[config.mk]
export PLATFORM = sky130hd
export DESIGN_NAME = pmm_ram
export DESIGN_NICKNAME = d
export VERILOG_FILES = /design/src/pmm_ram.sv
export SDC_FILE = /design/constraint.sdc
export NUM_CORES = 1
export LEC_CHECK = 0
export ABC_CLOCK_PERIOD_IN_PS = 2200
export BUFFER_PORTS_ARGS = -buffer_cell sky130_fd_sc_hd__buf_2
export CAP_MARGIN = 20
export CORE_UTILIZATION = 60
export DETAILED_ROUTE_END_ITERATION = 6
export GPL_TIMING_DRIVEN = 0
export PLACE_DENSITY = 0.89
export SYNTH_ARGS = -nofsm -noshare
export SYNTH_HDL_FRONTEND = slang
export SYNTH_SLANG_ARGS = --single-unit
export TNS_END_PERCENT = 30
[constraint.sdc]
create_clock -name clk -period 2.2 [get_ports clk]
set_input_delay 0.33 -clock clk [delete_from_list [all_inputs] [get_ports clk]]
set_output_delay 0.33 -clock clk [all_outputs]
set_load 0.005 [all_outputs]
[src/pmm_ram.sv]
// Generic single-write, single-read RAM with a registered read port.
module pmm_ram #(
  parameter int WIDTH  = 8,
  parameter int DEPTH  = 16,
  parameter int ADDR_W = (DEPTH > 1) ? $clog2(DEPTH) : 1
) (
  input  logic              clk,
  input  logic              we,
  input  logic [ADDR_W-1:0] waddr,
  input  logic [WIDTH-1:0]  wdata,
  input  logic              re,
  input  logic [ADDR_W-1:0] raddr,
  output logic [WIDTH-1:0]  rdata
);

  logic [WIDTH-1:0] mem [DEPTH];

  always_ff @(posedge clk) begin
    if (we) begin
      mem[waddr] <= wdata;
    end
    if (re) begin
      rdata <= mem[raddr];
    end
  end

endmodule

# Word level (Yosys, flattened, before mapping)
# Memory sizes are Yosys's and may differ from the RTL's. A register that Yosys moved wholly into a read port is not among the register bits.
# Index checks and enable logic that the tools add are counted.
[classes] muxes=2
[ops] operator="1-bit two-way mux" count=2
[totals] regBits=0 ram_bits=128 n_memories=1 word_cells=3 output_inout_bits=8 in_bits=19
[mem_list] name="mem" words=16 word_bits=8 read_ports=1 rd_clocked_by_memory_dff=1 wr=1 line_no="16" text="logic [WIDTH-1:0] mem [DEPTH];"

# Logic depth before layout (Yosys ltp)
# Gate-level depths: netlist (run 1).
[depth] word_depth=2 mapped_depth=5 depth_no_buf=3

# Worst setup path after synthesis (run 1)
# Ideal clock, no wire load.
[synth_path] path_kind="input to register" start="in waddr[2]" end="mem mem[0][0] (enable)" t_arrival_ns=1.440 required_time_ns=1.817 n_path_buf=0 setup_time_ns=0.383 path_slack_ns=0.377 path_stages=2 cell_sequence="or3b_2 nor3_1"
[synth_rtl] item="start: declaration" line_no="9" text="input logic [ADDR_W-1:0] waddr,"
[synth_rtl] item="end: declaration" line_no="16"
# No word-level cell before the write port.

# Worst setup path after layout (run 1)
[layout_path] start="in waddr[2]" end="mem mem[0][2] (enable)"
# No word-level cell before the write port.

==> run metrics, run 1 <==
CTS root buf=clkbuf_8; status=finished, final reports clean; DIE AREA=9090 sq um; largest family of logic cells by synthesized area=multiplexers; TritonCTS buffer count=17; initial core utilization=0.627; CP Max Fanout=5; Synth top area share=0.781; clock latency on the worst-skew pair=500 ps; Top FF cell, synth=edfxtp_1; ANT cells=0; sequential area share after synthesis=0.781; Relative slew margins=0.387; dpl ws=114 ps; critical path type=primary input to register; clock sinks=136; GP Congestion=0.701; Post-DRT Antenna Nets=0; flop2flop setup slack=620 ps; area delta synth->final=15.5%; Final Max Slew Viols=0; Core Rows=33; Final period util=0.736; GRT Overall Usage=0.264; Post-Synthesis Cells=229; grt ovf=0; WL final=10.6 mm; Std-Cell Core Area=8340 sq um; ratio of cells with drive above 1 in the final layout=0.291; RSZ-0062 raised after global routing=false; CTS Hold Bufs=0; final setup vio count=0; die height=95.3 microns; first-pass GRT wire length=15.6 mm; Crit path buffers/inverters=2; post-synthesis cell area=5230 sq um; PD cells=956 nW/um^2; Setup crit start kind=primary input; Mapped Avg Cell Area=22.8 sq um; simple-gate portion of the synthesized area=0.0314; top post-synthesis cells by area=edfxtp_1, mux4_2, mux4_1; Worst-Margin Slew=917 ps; register bit total from synthesis=136; I/O pin cnt=27; post-synthesis cell type count=18; Clock Skew=6.07 ps; CTS max path bufs=2; endpoints failing hold=0; via count=2,591; die width=95.3 microns; DRC violation count after routing=0; Post-CTS Setup Bufs=0; Post-DP HPWL=6.22 mm; Max stage delay cell, worst path=or3b_2; Final Net Count=296; FMAX=0.618 GHz; multiplexer area fraction after synthesis=0.148; Top cell by count, worst path=buf_2; Crit path largest cell delay=540 ps; yosys warns=0; Synth async-reset ratio=0; EDFF count, synth=136; H-tree depth=4; PostCTS Resize Cnt=0; Synth Area in Adders=0; XOR/XNOR Fraction of Synth Area=0; max-cap viol count=0; Yosys top cell by area=edfxtp_1; vias in the first global route=2,524; Vias/cell=6.58; Port Buffers=25; TritonCTS clock tree=done; kind of end point of the critical path=register; Synth Net Count=248; min Tclk post-route=1620 ps; Min-Delay Path Class=primary input to register; hold slack=166 ps; setup slack after layout=581 ps; Max IR drop VDD=0.688 mV; Critical Path RT=2410 ps; initial antenna violation count=0; wire length per cell=26.8 microns; clk slew on worst S/H paths=60 ps; leakage=2.03 nW; TritonRoute pass-1 iters=5; worst-path cell chain=buf_2 -> or3b_2 -> nor3_1 -> buf_2; largest net degree at the start of global routing=17; drt initial violations=251; CP top delay family=simple AND/OR/NAND/NOR gates; compound-gate portion of the synthesized area=0.0230; WP data arrival=1830 ps
==> worst paths after layout <==
kind,end,start,depth (start not counted)
worst max-delay path,mem[0][2],waddr[2],4
worst min-delay path,rdata[2],re,1
worst max register to register,rdata[0],mem[5][0],3
worst min register to register,rdata[3],mem[8][3],3
==> report_power, final <==
part           internal [mW]  total [mW]  leakage (nW)  switching [mW]
clock                   1.58        2.56         0.259           0.974
combinational          0.113       0.277         0.540           0.164
sequential              2.92        2.94          1.24          0.0158
total                   4.62        5.77          2.03            1.15
==> worst register-to-register path: cells and delay by family (launching register included) <==
family          cells  cell delay, ps
mux                 1             550
flops               1             390
compound gates      1             250
simple gates        1             120
==> registers in the layout, summed over array words and instances, names as in the netlist <==
| register | cells |
|---|---|
| rdata | 8 |
| mem | 128 |
==> final cells by class <==
| type | count | area, sq um |
|---|---|---|
| plain buffers | 10 | 86.3 |
| clock buffers | 20 | 425 |
| clock inverters | 11 | 108 |
| fillers | 456 | 2300 |
| multi-input cells | 83 | 1060 |
| flip-flops and latches | 136 | 4080 |
| well taps | 105 | 131 |
| repair buffers | 29 | 148 |
==> through the flow <==
| stage | instance area, sq um | cells | power [mW] | TNS [ps] | util |
|---|---|---|---|---|---|
| detailed placement | 5500 | 362 | 3.26 | 0 | 0.660 |
| finish | 6040 | 394 | 5.77 | 0 | 0.724 |
| CTS | 6030 | 393 | 5.79 | 0 | 0.724 |
| global route | 6040 | 394 | 5.91 | 0 | 0.724 |
| floorplan | 5230 | 229 | 3.13 | 0 | - |
| global placement | 5480 | 359 | 3.24 | -1050 | 0.658 |
==> logic make-up after synthesis <==
| logic type | count (synthesis) |
|---|---|
| flip-flops | 136 |
| multiplexers | 32 |
| buffers and inverters | 10 |
| AND/OR/NAND/NOR | 35 |
| AO/OA/AOI/OAI | 16 |
==> placed cells by master, fill, tap and decap left out, drive strengths merged <==
master and count:
nor3 4, clkdlybuf4s25 3, clkbuf 20, buf 36
bufinv 2, and2 1, edfxtp 136, and2b 1
nand2b 2, nor2b 1, clkinv 7, clkinvlp 2
nand3b 2, a22oi 16, or3b 1, mux4 32
nand2 9, nor2 13, nand3 1
==> synth_stat cells, types with 2 or more instances <==
| master | number |
|---|---|
| clkdlybuf4s25_2 | 3 |
| nor2_1 | 13 |
| mux4_1 | 14 |
| buf_6 | 3 |
| a22oi_1 | 16 |
| nand3b_1 | 2 |
| nand2b_1 | 2 |
| mux4_2 | 18 |
| nor3_1 | 4 |
| nand2_1 | 9 |
| edfxtp_1 | 136 |
| buf_2 | 3 |
==> routing by layer <==
metal	wire length, microns	GRT usage	up-vias
li1	-	-	1077
met1	4160	0.363	1325
met2	5320	0.416	167
met3	864	0.0598	22
met4	241	0.104	0
met5	0	0	-
Power figures use the tool's default switching activity.
==> run 2: changes to the inputs <==
--- a/config.mk
+++ b/config.mk
@@ -5,7 +5,7 @@
 export SDC_FILE = /design/constraint.sdc
 export NUM_CORES = 1
 export LEC_CHECK = 0
-export ABC_CLOCK_PERIOD_IN_PS = 2200
+export ABC_CLOCK_PERIOD_IN_PS = 1500
 export BUFFER_PORTS_ARGS = -buffer_cell sky130_fd_sc_hd__buf_2
 export CAP_MARGIN = 20
 export CORE_UTILIZATION = 60
==> constraint.sdc (replaced) <==
create_clock -name clk -period 1.5 [get_ports clk]
set_input_delay 0.225 -clock clk [delete_from_list [all_inputs] [get_ports clk]]
set_output_delay 0.225 -clock clk [all_outputs]
set_load 0.005 [all_outputs]
==> run metrics, run 2 (synthesis results as in run 1) <==
status=finished, final reports clean; most frequent cells in the layout=edfxtp_1, buf_2, mux4_2, clkbuf_16, nor2_1; Clock Skew=9.18 ps; endpoints failing hold=0; initial core utilization=0.627; clock sinks=136; TritonCTS buffer count=17; RSZ-0062 raised after global routing=true; leakage=2.04 nW; ratio of cells with drive above 1 in the final layout=0.330; GRT Overall Usage=0.256; Relative slew margins=0.447; min Tclk post-route=1490 ps; drt initial violations=319; GP Congestion=0.732; ANT cells=0; Critical Path RT=1750 ps; area delta synth->final=17.0%; largest net degree at the start of global routing=17; critical path type=register to register; WP data arrival=1740 ps; setup slack after layout=11.5 ps; commonest non-fill, non-tap cell in the layout=edfxtp_1; Biggest register=mem; DP Cell Count=361; Total Power=8.96 mW; grt ovf=0; vias in the first global route=2,476; max-cap viol count=0; Worst-Margin Slew=827 ps; H-tree depth=4; DRC violation count after routing=0; initial antenna violation count=0; Final Net Count=295; CTS max path bufs=2; CTS Hold Bufs=0; dpl ws=-401 ps; Port Buffers=25; CTS root buf=clkbuf_8; Vias/cell=6.50; FMAX=0.672 GHz; die height=95.3 microns; Final Max Slew Viols=0; clk slew on worst S/H paths=60 ps; Post-DP HPWL=6.42 mm; max reg flops=128; number of fill cells=449; final std cells w/o fill=393; I/O pin cnt=27; WL final=10.3 mm; biggest regs=mem: 128 flops, rdata: 8 flops; DIE AREA=9090 sq um; kind of end point of the critical path=register; via count=2,554; Final period util=0.992; first-pass GRT wire length=15.0 mm; Std-Cell Core Area=8340 sq um; hold slack=63.4 ps; CP Max Fanout=1; Post-CTS Setup Bufs=0; final setup vio count=0; Min-Delay Path Class=primary input to register; Post-DRT Antenna Nets=0; Max IR drop VDD=0.914 mV; die width=95.3 microns; TritonCTS clock tree=done; Setup crit start kind=register; wire length per cell=26.1 microns; clock latency on the worst-skew pair=510 ps; final core utilization=0.734; PD cells=1460 nW/um^2; TritonRoute pass-1 iters=5; Core Rows=33
## run 2: area by class of cell
| type | instances | area, sq um | area share |
|---|---|---|---|
| buffer | 10 | 86.3 | 0.0141 |
| clock buffer | 20 | 425 | 0.0695 |
| clock inverter | 11 | 179 | 0.0292 |
| multi-input combinational | 83 | 1070 | 0.175 |
| sequential | 136 | 4080 | 0.667 |
| tap | 105 | 131 | 0.0215 |
| timing repair buffer | 28 | 143 | 0.0233 |
## run 2: timing repair
item,in CTS,in global routing
gates resized for setup,6,6
endpoints found under the setup margin,4,6
pin swaps,2,3
## run 2: stage by stage
step | instance area (sq um) | TNS [ps]
6_report | 6120 | 0
5_1_grt | 6120 | -43.9
4_1_cts | 6130 | -9.48
3_5_place_dp | 5500 | -24290
3_3_place_gp | 5490 | -25430
2_1_floorplan | 5230 | -34.7
## run 2: path summary, 6_finish.rpt
check	from	to	slack (ps)	depth (start not counted)
max	mem[11][0]	rdata[0]	10	3
min reg2reg	mem[8][1]	rdata[1]	760	3
max reg2reg	mem[11][0]	rdata[0]	10	3
min	re	rdata[4]	60	1
## run 2: worst max-delay path, stage by stage (launching register included)
cell and delay (ps):
edfxtp_1 380, mux4_2 500, a22oi_1 250, nand2_1 100
## run 2: report_power, final
group          internal [mW]  switching [mW]  leakage, nW
registers               4.28          0.0231         1.24
clock network           2.83            1.40        0.291
logic                  0.173           0.247        0.513
total                   7.29            1.67         2.04
## run 2: routing by layer
| layer | global-route usage | up-vias | part of all wire |
|---|---|---|---|
| met5 | 0 | - | 0 |
| met4 | 0.0859 | 0 | 0.015 |
| met3 | 0.0638 | 17 | 0.073 |
| met2 | 0.407 | 148 | 0.50 |
| met1 | 0.353 | 1318 | 0.41 |
| li1 | - | 1071 | - |
