--- src/pmm_clear.sv ---
// Post-reset sweep that walks every memory address once so the mask starts empty.
module pmm_clear #(
  parameter int DEPTH  = 16,
  parameter int ADDR_W = (DEPTH > 1) ? $clog2(DEPTH) : 1
) (
  input  logic              clk,
  input  logic              rst,
  output logic              busy,
  output logic [ADDR_W-1:0] addr
);

  always_ff @(posedge clk) begin
    if (rst) begin
      busy <= 1'b1;
      addr <= '0;
    end else if (busy) begin
      if (addr == ADDR_W'(DEPTH - 1)) begin
        busy <= 1'b0;
      end else begin
        addr <= addr + 1'b1;
      end
    end
  end

endmodule

--- config.mk ---
export PLATFORM = sky130hd
export DESIGN_NAME = pmm_clear
export DESIGN_NICKNAME = d
export VERILOG_FILES = /design/src/pmm_clear.sv
export SDC_FILE = /design/constraint.sdc
export NUM_CORES = 1
export LEC_CHECK = 0
export ABC_CLOCK_PERIOD_IN_PS = 3100
export BUFFER_PORTS_ARGS = -buffer_cell sky130_fd_sc_hd__buf_4
export CORE_AREA = 10 10 47 49
export DETAILED_ROUTE_END_ITERATION = 12
export DIE_AREA = 0 0 57 59
export RECOVER_POWER = 50
export SLEW_MARGIN = 20
export SYNTH_ARGS = -nofsm -noshare
export SYNTH_HDL_FRONTEND = slang
export SYNTH_SLANG_ARGS = --single-unit
--- constraint.sdc ---
create_clock -name clk -period 3.1 [get_ports clk]
set_input_delay 0.62 -clock clk [delete_from_list [all_inputs] [get_ports clk]]
set_output_delay 0.62 -clock clk [all_outputs]
set_load 0.01 [all_outputs]
**After elaboration in Yosys (flattened, before gate mapping)**

Index checks and enable logic that the tools add are counted.

- Logic and storage cells: 8
- Register bits: 5
- Bits of input ports: 2
- Output and inout bits: 5

- Reductions and logical operators: 1
- Equality and inequality tests: 1
- Bitwise logic cells: 1
- Muxes and demuxes: 2
- $add $sub $neg: 1

Operator list:

| kind | count |
|---|---|
| adder 4 x 1 -> 4 bit (second input constant) | 1 |
| equality test 4 bit (second input constant) | 1 |
| two-way mux 1 bit | 2 |
| AND reduction 2 bit | 1 |
| inverter 1 bit | 1 |

**Logic depth before layout (Yosys ltp)**

Gate-level depths: netlist of the first run.

- Depth in word-level cells: 3
- Depth in mapped cells: 3
- Mapped depth without buffers: 3

**Worst setup path after synthesis of the first run**

No wires, ideal clock.

- Path kind: reg2reg
- Start point: reg addr[0]
- End point: reg addr[0]
- Stages on the path, launching flop included: 4
- Arrival time: 1134 ps
- Data required time: 2979 ps
- Clock period less this slack: 1255 ps
- Path slack: 1845 ps
- Setup time: 121 ps
- Path buffers: 0
- Cells stage by stage: dfxtp_1 > ha_1 > a31oi_4 > mux2_4

- Longest elaborated chain between the ends: 3
- Elaborated cells on any way between the ends: 4
- Those cells by class: 1 x add/sub; 1 x eq/ne; 1 x bitwise; 1 x reduce/logical

RTL lines:

| element | line | text |
|---|---|---|
| from (decl) | 9 | `output logic [ADDR_W-1:0] addr` |
| from (signal assigned) | 20 | `addr <= addr + 1'b1;` |
| branches (longest 3 deep; another with adder 4 x 1 -> 4 bit) | n/a |  |

Parallel ways; which one is timed is not known.
A chain may end at the register's enable or synchronous reset.

**Final worst setup path of the first run**

Ends and elaborated chain as after synthesis.

==> summary.txt, run 1 <==
Worst setup path
  • Type of element launching the critical path: flip-flop
  • Maximum fanout encountered on the critical timing path: 5
  • R2r startpoint: addr[0]$_SDFFE_PP0P_
  • Critical Path Sink Type: flip-flop
  • Critical path arrival: 1.54 ns
  • Required arrival time at the worst endpoint: 3.23 ns
  • Worst setup path category: reg2reg
  • Critical Path Source: addr[0]$_SDFFE_PP0P_

Detailed routing
  • Number of search-and-repair iterations in the first detailed-routing pass: 4
  • Post-detailed-route count of antenna-violating nets: 0
  • Count of unresolved DRC violations after routing: 0
  • Overall via count from detail_route: 186
  • Mean number of vias per cell: 3.88
  • Average wire length per cell after detail routing: 9.35 µm
  • WL final: 449 µm
  • Met3 wirelength from detailed routing: 73 µm
  • Routed length on met2: 143 µm
  • Routed length on met1: 232 µm
  • Detailed router's first-iteration violation count: 10
  • Uppermost layer routed: met3

Placed design
  • Final Wtd Congestion: 0.614
  • Area after DPL: 299 µm²
  • Buffers on Ports: 6

Layout
  • Synthesis-to-layout area growth: 32.6%
  • Fillers: 161
  • Commonest non-fill, non-tap cell in the layout: sky130_fd_sc_hd__buf_4
  • Sequential cell area: 100 µm²
  • Final standard cell area without fillers: 310 µm²
  • Leading cell types in the layout, fill and taps excluded: sky130_fd_sc_hd__buf_4 (6), sky130_fd_sc_hd__dfxtp_1 (5), sky130_fd_sc_hd__clkbuf_4 (3), sky130_fd_sc_hd__nor3_1 (2), sky130_fd_sc_hd__nand2b_1 (2)
  • Final Net Count: 36
  • Share of final-layout standard cells stronger than drive strength 1: 0.344
  • Inserted Diodes: 0
  • Combined area of the multi-input logic cells: 111 µm²

Hold path
  • Hold wc startpoint: addr[1]$_SDFFE_PP0P_
  • Class of the tightest hold or removal check: reg2reg

Global route
  • Via count of the first global-routing pass: 182
  • Total gr overflow: 0
  • Wire length of the first global-routing pass: 772 µm
  • Maximum number of pins on one net before global-route repair: 8
  • Global routing usage summed across all routing layers: 0.0333
  • Number of antenna violations at the first check in global routing: 0

Synthesis
  • Area fraction of the dominant cell type after synthesis: 0.428
  • Main combinational cell family by area after synthesis: simple AND/OR/NAND/NOR gates
  • Share of the synthesized area in compound gates (AO/OA/AOI/OAI): 0.144
  • Sequential cell area fraction in the yosys report: 0.428
  • Yosys synthesis warning count: 0
  • Adder-Cell Fraction of Synth Area: 0.0535
  • Synth Register Bits: 5
  • Top cell type by total area after synthesis: sky130_fd_sc_hd__dfxtp_1
  • Area of the mapped netlist: 234 µm²
  • Per-instance average area after synthesis: 10.6 µm²
  • XOR/XNOR share of the synthesized area: 0
  • Simple-gate share of the synthesized area: 0.235
  • Synthesized net count: 25
  • Portion of netlist area occupied by mux cells: 0.107
  • Count of cell types in the netlist: 16
  • Top area cells in the synthesized netlist: sky130_fd_sc_hd__dfxtp_1 (43%), sky130_fd_sc_hd__a31oi_4 (9.1%), sky130_fd_sc_hd__mux2_4 (6.4%), sky130_fd_sc_hd__ha_1 (5.3%), sky130_fd_sc_hd__nand2b_1 (5.3%)
  • Gate count of the mapped netlist: 22

STA
  • RSZ-0062 raised after global routing: false
  • Worst-case headroom to the max-slew limit: 0.720
  • Accumulated negative setup slack: 0 ns
  • Clock period minus worst slack: 1.41 ns
  • Worst-Margin Slew: 0.418 ns
  • F_max: 0.708 GHz
  • Final Hold Vio Count: 0
  • Final max-slew violation count: 0
  • Skew final: 0.00389 ns
  • Post-route clock period utilization: 0.455
  • Total setup violations reported at the end of the flow: 0

Floorplanning
  • Die extent in x: 57 µm
  • FP Rows: 14
  • I/O pin cnt: 7
  • Die Outline Area: 0.00336 mm²
  • Effective utilization at floorplan: 0.167
  • Core region area: 0.00140 mm²
  • Vert. Die Dim: 59 µm

Power
  • P_leak: 0.142 nW
  • Power Dens Cells: 525 mW/mm²
  • IR drop worst, VDD: 0.000235 V
  • Total design power: 163 µW

CTS
  • CTS Buf Count: 3
  • CTS root buffer: sky130_fd_sc_hd__clkbuf_4
  • Clock-pin slew on the worst setup and hold paths: 0.04 ns
  • CTS Hold Buffers Added: 0
  • Quantity of gates resized following cts: 0
  • H-tree lvl count: 1
  • Clock sink total: 5
  • Maximum buffer depth of the clock tree: 2
  • TritonCTS clock tree: done
  • Skew-Pair Late Insertion Delay: 0.24 ns
  • Number of buffers inserted by post-CTS setup repair: 0

Job
  • Count of maximum capacitance violations: 0

Outcome
  • Outcome: finished clean
synthesized netlist by cell type:
library cell,instances
sky130_fd_sc_hd__ha_1,1
sky130_fd_sc_hd__nand4_1,1
sky130_fd_sc_hd__a31oi_4,1
sky130_fd_sc_hd__dfxtp_1,5
sky130_fd_sc_hd__a21oi_1,1
sky130_fd_sc_hd__nand2b_1,2
sky130_fd_sc_hd__and4b_1,1
sky130_fd_sc_hd__nor2_1,1
sky130_fd_sc_hd__or2_1,1
sky130_fd_sc_hd__nor3_1,2
sky130_fd_sc_hd__mux2_4,1
sky130_fd_sc_hd__nor2b_1,1
sky130_fd_sc_hd__inv_2,1
sky130_fd_sc_hd__inv_1,1
sky130_fd_sc_hd__a211oi_1,1
sky130_fd_sc_hd__mux2i_1,1
critical path, stage by stage, from the launching register on:
cell and delay, ns:
sky130_fd_sc_hd__dfxtp_1 0.34, sky130_fd_sc_hd__ha_1 0.25, sky130_fd_sc_hd__a31oi_1 0.38, sky130_fd_sc_hd__mux2_4 0.33
cell type report:
class | count | share of cell area
Clock buffer | 4 | 0.0847
Inverter | 2 | 0.0242
Multi-Input combinational cell | 15 | 0.359
Sequential cell | 5 | 0.323
Tap cell | 16 | 0.0645
Timing Repair Buffer | 6 | 0.145
report_power, final:
| group | internal (mW) | switching, mW |
|---|---|---|
| logic | 0.00961 | 0.00723 |
| clock network | 0.0486 | 0.0255 |
| registers | 0.0681 | 0.00382 |
cell families (layout without fill, tap and decap cells):
group | count (synthesis) | after routing
multiplexers | 2 | 2
flip-flops | 5 | 5
AO/OA/AOI/OAI | 3 | 3
AND/OR/NAND/NOR | 9 | 9
buffers and inverters | 2 | 12
adder cells (fa/ha/maj) | 1 | 1
path summary, 6_finish.rpt:
check | depth (start not counted) | endpoint | slack (ns)
max | 3 | addr[0]$_SDFFE_PP0P_ | 1.69
min | 2 | addr[1]$_SDFFE_PP0P_ | 0.51
max reg2reg | 3 | addr[0]$_SDFFE_PP0P_ | 1.69
min reg2reg | 2 | addr[1]$_SDFFE_PP0P_ | 0.51
flip-flops by register name, summed over array words and instances, names as in the netlist:
name,flops
busy,1
addr,4
stage by stage:
stage / hold slack (ns) / setup WS (ns) / utilization / instances
floorplan: 0.519 / 1.85 / - / 22
global placement: 0.497 / 1.81 / 0.213 / 44
detailed placement: 0.504 / 1.80 / 0.213 / 44
CTS: 0.510 / 1.65 / 0.232 / 48
global route: 0.533 / 1.62 / 0.221 / 48
finish: 0.507 / 1.69 / 0.221 / 48
metal layers:
metal	global-route usage	vias to the layer above
met5	0	-
met4	0.0201	0
met3	0.0536	0
met2	0.0279	8
met1	0.0333	78
li1	-	100
Note: power is estimated with default switching activity, not from simulation.
==> inputs of run 2 (changes only) <==
ABC_AREA = 1   (was default)
ABC_CLOCK_PERIOD_IN_PS = 1300   (was 3100)
clock period = 1.3 ns   (was 3.1 ns; I/O delays follow)
==> summary.txt, run 2 <==
STA
  • RSZ-0062 raised after global routing: false (unchanged)
  • Post-route clock period utilization: 0.856 (was 0.455)
  • Worst-Margin Slew: 0.232 ns (was 0.418 ns)
  • Skew final: 0.000185 ns (was 0.00389 ns)
  • Accumulated negative setup slack: 0 ns (unchanged)
  • Clock period minus worst slack: 1.11 ns (was 1.41 ns)
  • Final Hold Vio Count: 0 (unchanged)
  • Total setup violations reported at the end of the flow: 0 (unchanged)
  • Final max-slew violation count: 0 (unchanged)
  • Worst-case headroom to the max-slew limit: 0.845 (was 0.720)
  • F_max: 0.899 GHz (was 0.708 GHz)
  • Worst slack on hold paths: 0.180 ns (was 0.507 ns)

CTS
  • Quantity of gates resized following cts: 0 (unchanged)
  • H-tree lvl count: 1 (unchanged)
  • Maximum buffer depth of the clock tree: 2 (unchanged)
  • CTS Buf Count: 3 (unchanged)
  • Clock sink total: 5 (unchanged)
  • Skew-Pair Late Insertion Delay: 0.24 ns (about the same)
  • Number of buffers inserted by post-CTS setup repair: 0 (unchanged)
  • CTS Hold Buffers Added: 0 (unchanged)
  • TritonCTS clock tree: done (unchanged)
  • Clock-pin slew on the worst setup and hold paths: 0.04 ns (about the same)
  • CTS root buffer: sky130_fd_sc_hd__clkbuf_4 (unchanged)

Layout
  • Inserted Diodes: 0 (unchanged)
  • Regs by FF count: addr x4, busy x1 (unchanged)
  • Commonest non-fill, non-tap cell in the layout: sky130_fd_sc_hd__nor2_1 (was sky130_fd_sc_hd__buf_4)
  • Leading cell types in the layout, fill and taps excluded: sky130_fd_sc_hd__nor2_1 (8), sky130_fd_sc_hd__nand2_1 (6), sky130_fd_sc_hd__dfxtp_1 (5), sky130_fd_sc_hd__clkbuf_1 (4), sky130_fd_sc_hd__buf_4 (4) (was sky130_fd_sc_hd__buf_4 (6), sky130_fd_sc_hd__dfxtp_1 (5), sky130_fd_sc_hd__clkbuf_4 (3), sky130_fd_sc_hd__nor3_1 (2), sky130_fd_sc_hd__nand2b_1 (2))
  • Final standard cell area without fillers: 328 µm² (was 310 µm²)
  • Flip-flop count of the largest register after layout: 4 (unchanged)
  • Share of final-layout standard cells stronger than drive strength 1: 0.286 (was 0.344)
  • Most flops, register: addr (unchanged)
  • Sequential cell area: 100 µm² (unchanged)
  • Final Net Count: 46 (was 36)
  • Synthesis-to-layout area growth: 36.5% (was 32.6%)
  • Fillers: 173 (was 161)
  • Combined area of the multi-input logic cells: 126 µm² (was 111 µm²)

Hold path
  • Class of the tightest hold or removal check: in2reg (was reg2reg)

Worst setup path
  • Most common cell on crit path: sky130_fd_sc_hd__nor2_1
  • Critical Path Sink Type: flip-flop (unchanged)
  • Critical path arrival: 1.24 ns (was 1.54 ns)
  • Required arrival time at the worst endpoint: 1.43 ns (was 3.23 ns)
  • Cell class contributing the biggest share of worst-path delay: flip-flops (was compound AO/OA/AOI/OAI gates)
  • Maximum fanout encountered on the critical timing path: 5 (unchanged)
  • Worst path buffer plus inverter count: 1 (was 0)
  • Slowest-stage cell, CP: sky130_fd_sc_hd__dfxtp_1 (was sky130_fd_sc_hd__a31oi_1)
  • Slowest Stage Delay on Critical Path: 0.38 ns (about the same)
  • Type of element launching the critical path: flip-flop (unchanged)
  • Crit path cell chain: ha_1 > nand3_2 > nand2_4 > inv_4 > nor2_1 > nor2_1 (was ha_1 > a31oi_1 > mux2_4)
  • Worst setup path category: reg2reg (unchanged)

Job
  • Count of maximum capacitance violations: 0 (unchanged)

Synthesis
  • Per-instance average area after synthesis: 7.75 µm² (was 10.6 µm²)
  • Primary FF master, synth: sky130_fd_sc_hd__dfxtp_1 (unchanged)
  • Share of the synthesized area in compound gates (AO/OA/AOI/OAI): 0.0573 (was 0.144)
  • Adder-Cell Fraction of Synth Area: 0.0521 (was 0.0535)
  • Yosys synthesis warning count: 0 (unchanged)
  • Top cell type by total area after synthesis: sky130_fd_sc_hd__dfxtp_1 (unchanged)
  • Synthesized net count: 34 (was 25)
  • Main combinational cell family by area after synthesis: simple AND/OR/NAND/NOR gates (unchanged)
  • Gate count of the mapped netlist: 31 (was 22)
  • Simple-gate share of the synthesized area: 0.380 (was 0.235)
  • Sequential cell area fraction in the yosys report: 0.417 (was 0.428)
  • Synth Register Bits: 5 (unchanged)
  • Count of cell types in the netlist: 14 (was 16)
  • Top area cells in the synthesized netlist: sky130_fd_sc_hd__dfxtp_1 (42%), sky130_fd_sc_hd__nor2_1 (13%), sky130_fd_sc_hd__nand2_1 (9.4%), sky130_fd_sc_hd__ha_1 (5.2%), sky130_fd_sc_hd__nand2_4 (4.7%) (was sky130_fd_sc_hd__dfxtp_1 (43%), sky130_fd_sc_hd__a31oi_4 (9.1%), sky130_fd_sc_hd__mux2_4 (6.4%), sky130_fd_sc_hd__ha_1 (5.3%), sky130_fd_sc_hd__nand2b_1 (5.3%))
  • Most used standard cell by instance count after synthesis: sky130_fd_sc_hd__nor2_1 (was sky130_fd_sc_hd__dfxtp_1)
  • Count of flip-flops with a built-in enable after synthesis: 0 (unchanged)
  • Area fraction of the dominant cell type after synthesis: 0.417 (was 0.428)
  • Most frequent cells after synthesis: sky130_fd_sc_hd__nor2_1 (8), sky130_fd_sc_hd__nand2_1 (6), sky130_fd_sc_hd__dfxtp_1 (5) (was sky130_fd_sc_hd__dfxtp_1 (5), sky130_fd_sc_hd__nand2b_1 (2), sky130_fd_sc_hd__nor3_1 (2))
  • XOR/XNOR share of the synthesized area: 0.0365 (was 0)
  • Portion of netlist area occupied by mux cells: 0 (was 0.107)
  • Area of the mapped netlist: 240 µm² (was 234 µm²)
  • Post-synthesis async set-or-reset flop share: 0 (unchanged)

Detailed routing
  • Detailed router's first-iteration violation count: 2 (was 10)
  • Count of unresolved DRC violations after routing: 0 (unchanged)
  • Overall via count from detail_route: 220 (was 186)
  • Post-detailed-route count of antenna-violating nets: 0 (unchanged)
  • Number of search-and-repair iterations in the first detailed-routing pass: 2 (was 4)
  • Average wire length per cell after detail routing: 8.52 µm (was 9.35 µm)
  • WL final: 494 µm (was 449 µm)
  • Mean number of vias per cell: 3.79 (was 3.88)

Global route
  • Number of antenna violations at the first check in global routing: 0 (unchanged)
  • Global routing usage summed across all routing layers: 0.0358 (was 0.0333)
  • Wire length of the first global-routing pass: 876 µm (was 772 µm)
  • Total gr overflow: 0 (unchanged)
  • Maximum number of pins on one net before global-route repair: 7 (was 8)
  • Via count of the first global-routing pass: 233 (was 182)

Placed design
  • Area after DPL: 313 µm² (was 299 µm²)
  • Buffers on Ports: 6 (unchanged)
  • Final Wtd Congestion: 0.694 (was 0.614)

Floorplanning
  • Die Outline Area: 0.00336 mm² (unchanged)
  • Vert. Die Dim: 59 µm (unchanged)
  • Effective utilization at floorplan: 0.171 (was 0.167)
  • FP Rows: 14 (unchanged)
  • I/O pin cnt: 7 (unchanged)
  • Core region area: 0.00140 mm² (unchanged)
  • Die extent in x: 57 µm (unchanged)

Power
  • IR drop worst, VDD: 0.000264 V (was 0.000235 V)
  • P_leak: 0.146 nW (was 0.142 nW)
  • Power Dens Cells: 1190 mW/mm² (was 525 mW/mm²)

Outcome
  • Outcome: finished clean (unchanged)
==> run 2: cell count changes in the layout (fill, tap and decap cells not counted), sizes merged, moves of 2 or more <==
cell,change
nand2,+8
nor2,+7
clkbuf,+3
buf,-2
nand2b,-2
nand3,+2
nor3,-2
==> run 2: logic make-up after synthesis <==
logic type               after synthesis
AO/OA/AOI/OAI                          2
XOR/XNOR                               1
buffers and inverters                  3
AND/OR/NAND/NOR                       19
adder cells (fa/ha/maj)                1
flip-flops                             5
==> run 2: stage by stage <==
step           worst slack [ns]  utilization  std cells  power [mW]
6_report                  0.187        0.234         58       0.389
5_1_grt                  0.0571        0.234         58       0.421
4_1_cts                   0.165        0.242         58       0.406
3_5_place_dp              0.180        0.223         54       0.221
3_3_place_gp              0.191        0.223         54       0.220
2_1_floorplan             0.152            -         31       0.197
==> run 2: power breakdown <==
group | switching [mW] | internal, mW
clock network | 0.0590 | 0.116
logic | 0.0224 | 0.0205
registers | 0.00920 | 0.162
total | 0.0906 | 0.298
==> run 2: path summary, 6_finish.rpt <==
check / from / to / slack (ns) / depth (start not counted)
max: addr[1]$_SDFFE_PP0P_ / addr[1]$_SDFFE_PP0P_ / 0.19 / 6
min: rst / addr[2]$_SDFFE_PP0P_ / 0.18 / 2
max reg2reg: addr[1]$_SDFFE_PP0P_ / addr[1]$_SDFFE_PP0P_ / 0.19 / 6
min reg2reg: addr[3]$_SDFFE_PP0P_ / addr[3]$_SDFFE_PP0P_ / 0.52 / 2
==> run 2: area by class of cell <==
type,instances,area share
sequential,5,0.305
multi-input combinational,23,0.385
clock buffer,4,0.0802
timing repair buffer,7,0.126
inverter,3,0.0420
tap,16,0.0611
==> run 2: layer usage <==
metal	vias up	wire length, µm	track usage	part of all wire
met5	-	0	0	0
met4	0	24	0.0705	0.049
met3	2	35	0.0129	0.071
met2	5	236	0.0512	0.48
met1	92	197	0.0273	0.40
li1	121	-	-	-
==> inputs of run 3 (changes only) <==
ABC_CLOCK_PERIOD_IN_PS = 950   (was 1300)
PLACE_DENSITY = 0.42   (was default)
clock period = 0.95 ns   (was 1.3 ns; I/O delays follow)
==> summary.txt, run 3 (synthesis gave the netlist of run 2 again) <==
STA
  • Post-route clock period utilization: 1.07
  • Setup WS post-layout: -0.0677 ns (was 0.187 ns)
  • Skew final: 0.00136 ns (was 0.000185 ns)
  • Clock period minus worst slack: 1.02 ns
  • Final max-slew violation count: 0 (unchanged)
  • Final Hold Vio Count: 0 (unchanged)
  • Worst slack on hold paths: 0.102 ns (was 0.180 ns)
  • Worst-case headroom to the max-slew limit: 0.913 (was 0.845)
  • Accumulated negative setup slack: -0.253 ns (was 0 ns)
  • Total setup violations reported at the end of the flow: 7 (was 0)
  • F_max: 0.983 GHz
  • Worst-Margin Slew: 0.130 ns (was 0.232 ns)
  • RSZ-0062 raised after global routing: true (was false)

Power
  • Total design power: 614 µW (was 389 µW)
  • IR drop worst, VDD: 0.000457 V (was 0.000264 V)
  • P_leak: 0.211 nW (was 0.146 nW)
  • Power Dens Cells: 1260 mW/mm² (was 1190 mW/mm²)

Placed design
  • Final Wtd Congestion: 0.654 (was 0.694)
  • Buffers on Ports: 6 (unchanged)
  • Estimated wirelength of the detail-placed design: 443 µm

Detailed routing
  • Overall via count from detail_route: 259 (was 220)
  • Average wire length per cell after detail routing: 9.40 µm (was 8.52 µm)
  • Detailed router's first-iteration violation count: 2 (unchanged)
  • Met3 wirelength from detailed routing: 51 µm (was 35 µm)
  • Count of unresolved DRC violations after routing: 0 (unchanged)
  • WL final: 611 µm (was 494 µm)
  • Post-detailed-route count of antenna-violating nets: 0 (unchanged)
  • Routed length on met2: 274 µm (was 236 µm)
  • Number of search-and-repair iterations in the first detailed-routing pass: 2 (unchanged)
  • Mean number of vias per cell: 3.98 (was 3.79)
  • Uppermost layer routed: met3 (was met4)
  • Routed length on met1: 284 µm (was 197 µm)

Global route
  • Via count of the first global-routing pass: 267 (was 233)
  • Maximum number of pins on one net before global-route repair: 6 (was 7)
  • Global routing usage summed across all routing layers: 0.0415 (was 0.0358)
  • Total gr overflow: 0 (unchanged)
  • Wire length of the first global-routing pass: 1060 µm (was 876 µm)
  • Number of antenna violations at the first check in global routing: 0 (unchanged)

CTS
  • TritonCTS clock tree: done (unchanged)
  • Clock sink total: 5 (unchanged)
  • Skew-Pair Late Insertion Delay: 0.24 ns (about the same)
  • CTS Buf Count: 3 (unchanged)
  • H-tree lvl count: 1 (unchanged)
  • Maximum buffer depth of the clock tree: 2 (unchanged)
  • CTS root buffer: sky130_fd_sc_hd__clkbuf_4 (unchanged)
  • Clock-pin slew on the worst setup and hold paths: 0.05 ns (was 0.04 ns)
  • CTS Hold Buffers Added: 0 (unchanged)

Layout
  • Commonest non-fill, non-tap cell in the layout: sky130_fd_sc_hd__buf_6 (was sky130_fd_sc_hd__nor2_1)
  • Most flops, register: addr (unchanged)
  • Leading cell types in the layout, fill and taps excluded: sky130_fd_sc_hd__buf_6 (8), sky130_fd_sc_hd__nor2_1 (6), sky130_fd_sc_hd__buf_4 (6), sky130_fd_sc_hd__nand2_1 (4), sky130_fd_sc_hd__dfxtp_4 (4) (was sky130_fd_sc_hd__nor2_1 (8), sky130_fd_sc_hd__nand2_1 (6), sky130_fd_sc_hd__dfxtp_1 (5), sky130_fd_sc_hd__clkbuf_1 (4), sky130_fd_sc_hd__buf_4 (4))
  • Flip-flop count of the largest register after layout: 4 (unchanged)
  • Share of final-layout standard cells stronger than drive strength 1: 0.673 (was 0.286)
  • Regs by FF count: addr x4, busy x1 (unchanged)
  • Synthesis-to-layout area growth: 102% (was 36.5%)
  • Inserted Diodes: 0 (unchanged)
  • Final Net Count: 53 (was 46)

Floorplanning
  • Effective utilization at floorplan: 0.171 (unchanged)
  • I/O pin cnt: 7 (unchanged)
  • Die extent in x: 57 µm (unchanged)
  • Core region area: 0.00140 mm² (unchanged)
  • FP Rows: 14 (unchanged)
  • Vert. Die Dim: 59 µm (unchanged)
  • Die Outline Area: 0.00336 mm² (unchanged)

Job
  • Count of maximum capacitance violations: 0 (unchanged)

Worst setup path
  • Critical path arrival: 0.83 ns (was 1.24 ns)
  • Type of element launching the critical path: flip-flop (unchanged)
  • Critical Path Sink Type: output pin (was flip-flop)
  • Required arrival time at the worst endpoint: 0.76 ns (was 1.43 ns)
  • Worst setup path category: reg2out (was reg2reg)
  • Maximum fanout encountered on the critical timing path: 4 (was 5)

Outcome
  • Outcome: finished with violations (was finished clean)
  • Failing checks: setup timing

Hold path
  • Class of the tightest hold or removal check: in2reg (unchanged)
run 3: cell types whose count changed in the layout (fill, tap and decap cells not counted), sizes merged:
cell	before	now
buf	4	14
clkbuf	7	4
run 3: area by class of cell:
cell class                      instances  area [µm²]
Clock buffer                            4        26.3
Fill cell                             157         916
Inverter                                3        13.8
Multi-Input combinational cell         23         174
Sequential cell                         5         116
Tap cell                               16        20.0
Timing Repair Buffer                   14         135
run 3: worst paths after layout:
path | slack [ns] | startpoint | to | cells after the start
setup reg to reg | -0.05 | addr[1]$_SDFFE_PP0P_ | addr[1]$_SDFFE_PP0P_ | 6
hold reg to reg | 0.52 | addr[3]$_SDFFE_PP0P_ | addr[3]$_SDFFE_PP0P_ | 2
setup / recovery | -0.07 | addr[1]$_SDFFE_PP0P_ | addr[1] | 2
hold / removal | 0.10 | rst | addr[2]$_SDFFE_PP0P_ | 2
run 3: worst max-delay path, cell delays in order (launching register included):
cell and delay [ns]:
sky130_fd_sc_hd__dfxtp_4 0.35, sky130_fd_sc_hd__buf_6 0.13, sky130_fd_sc_hd__buf_6 0.11
run 3: what timing repair did:
action / CTS / global route
gates cloned: 0 / 0
endpoints found under the hold margin: 0 / 0
pin swaps: 5 / 6
buffers inserted: 4 / 1
endpoints found under the setup margin: 9 / 8
resized for setup: 14 / 7
run 3: where the power goes:
| part | total (mW) | leakage [nW] | internal, mW | switching (mW) |
|---|---|---|---|---|
| Sequential | 0.230 | 0.0432 | 0.218 | 0.0116 |
| Combinational | 0.134 | 0.153 | 0.0783 | 0.0557 |
| Clock | 0.250 | 0.0150 | 0.159 | 0.0909 |
run 3: routing by layer:
| layer | up-vias | global-route usage |
|---|---|---|
| met5 | - | 0 |
| met4 | 0 | 0.0403 |
| met3 | 0 | 0.0279 |
| met2 | 6 | 0.0481 |
| met1 | 117 | 0.0474 |
| li1 | 136 | - |
run 3: stage by stage:
| step | std cells | setup WS (ns) | util | area [µm²] |
|---|---|---|---|---|
| 6_report | 65 | -0.0677 | 0.346 | 485 |
| 5_1_grt | 65 | -0.112 | 0.346 | 485 |
| 4_1_cts | 64 | -0.0641 | 0.321 | 450 |
| 3_5_place_dp | 57 | -0.0340 | 0.259 | 363 |
| 3_3_place_gp | 57 | -0.0458 | 0.259 | 363 |
| 2_1_floorplan | 31 | -0.0342 | - | 268 |
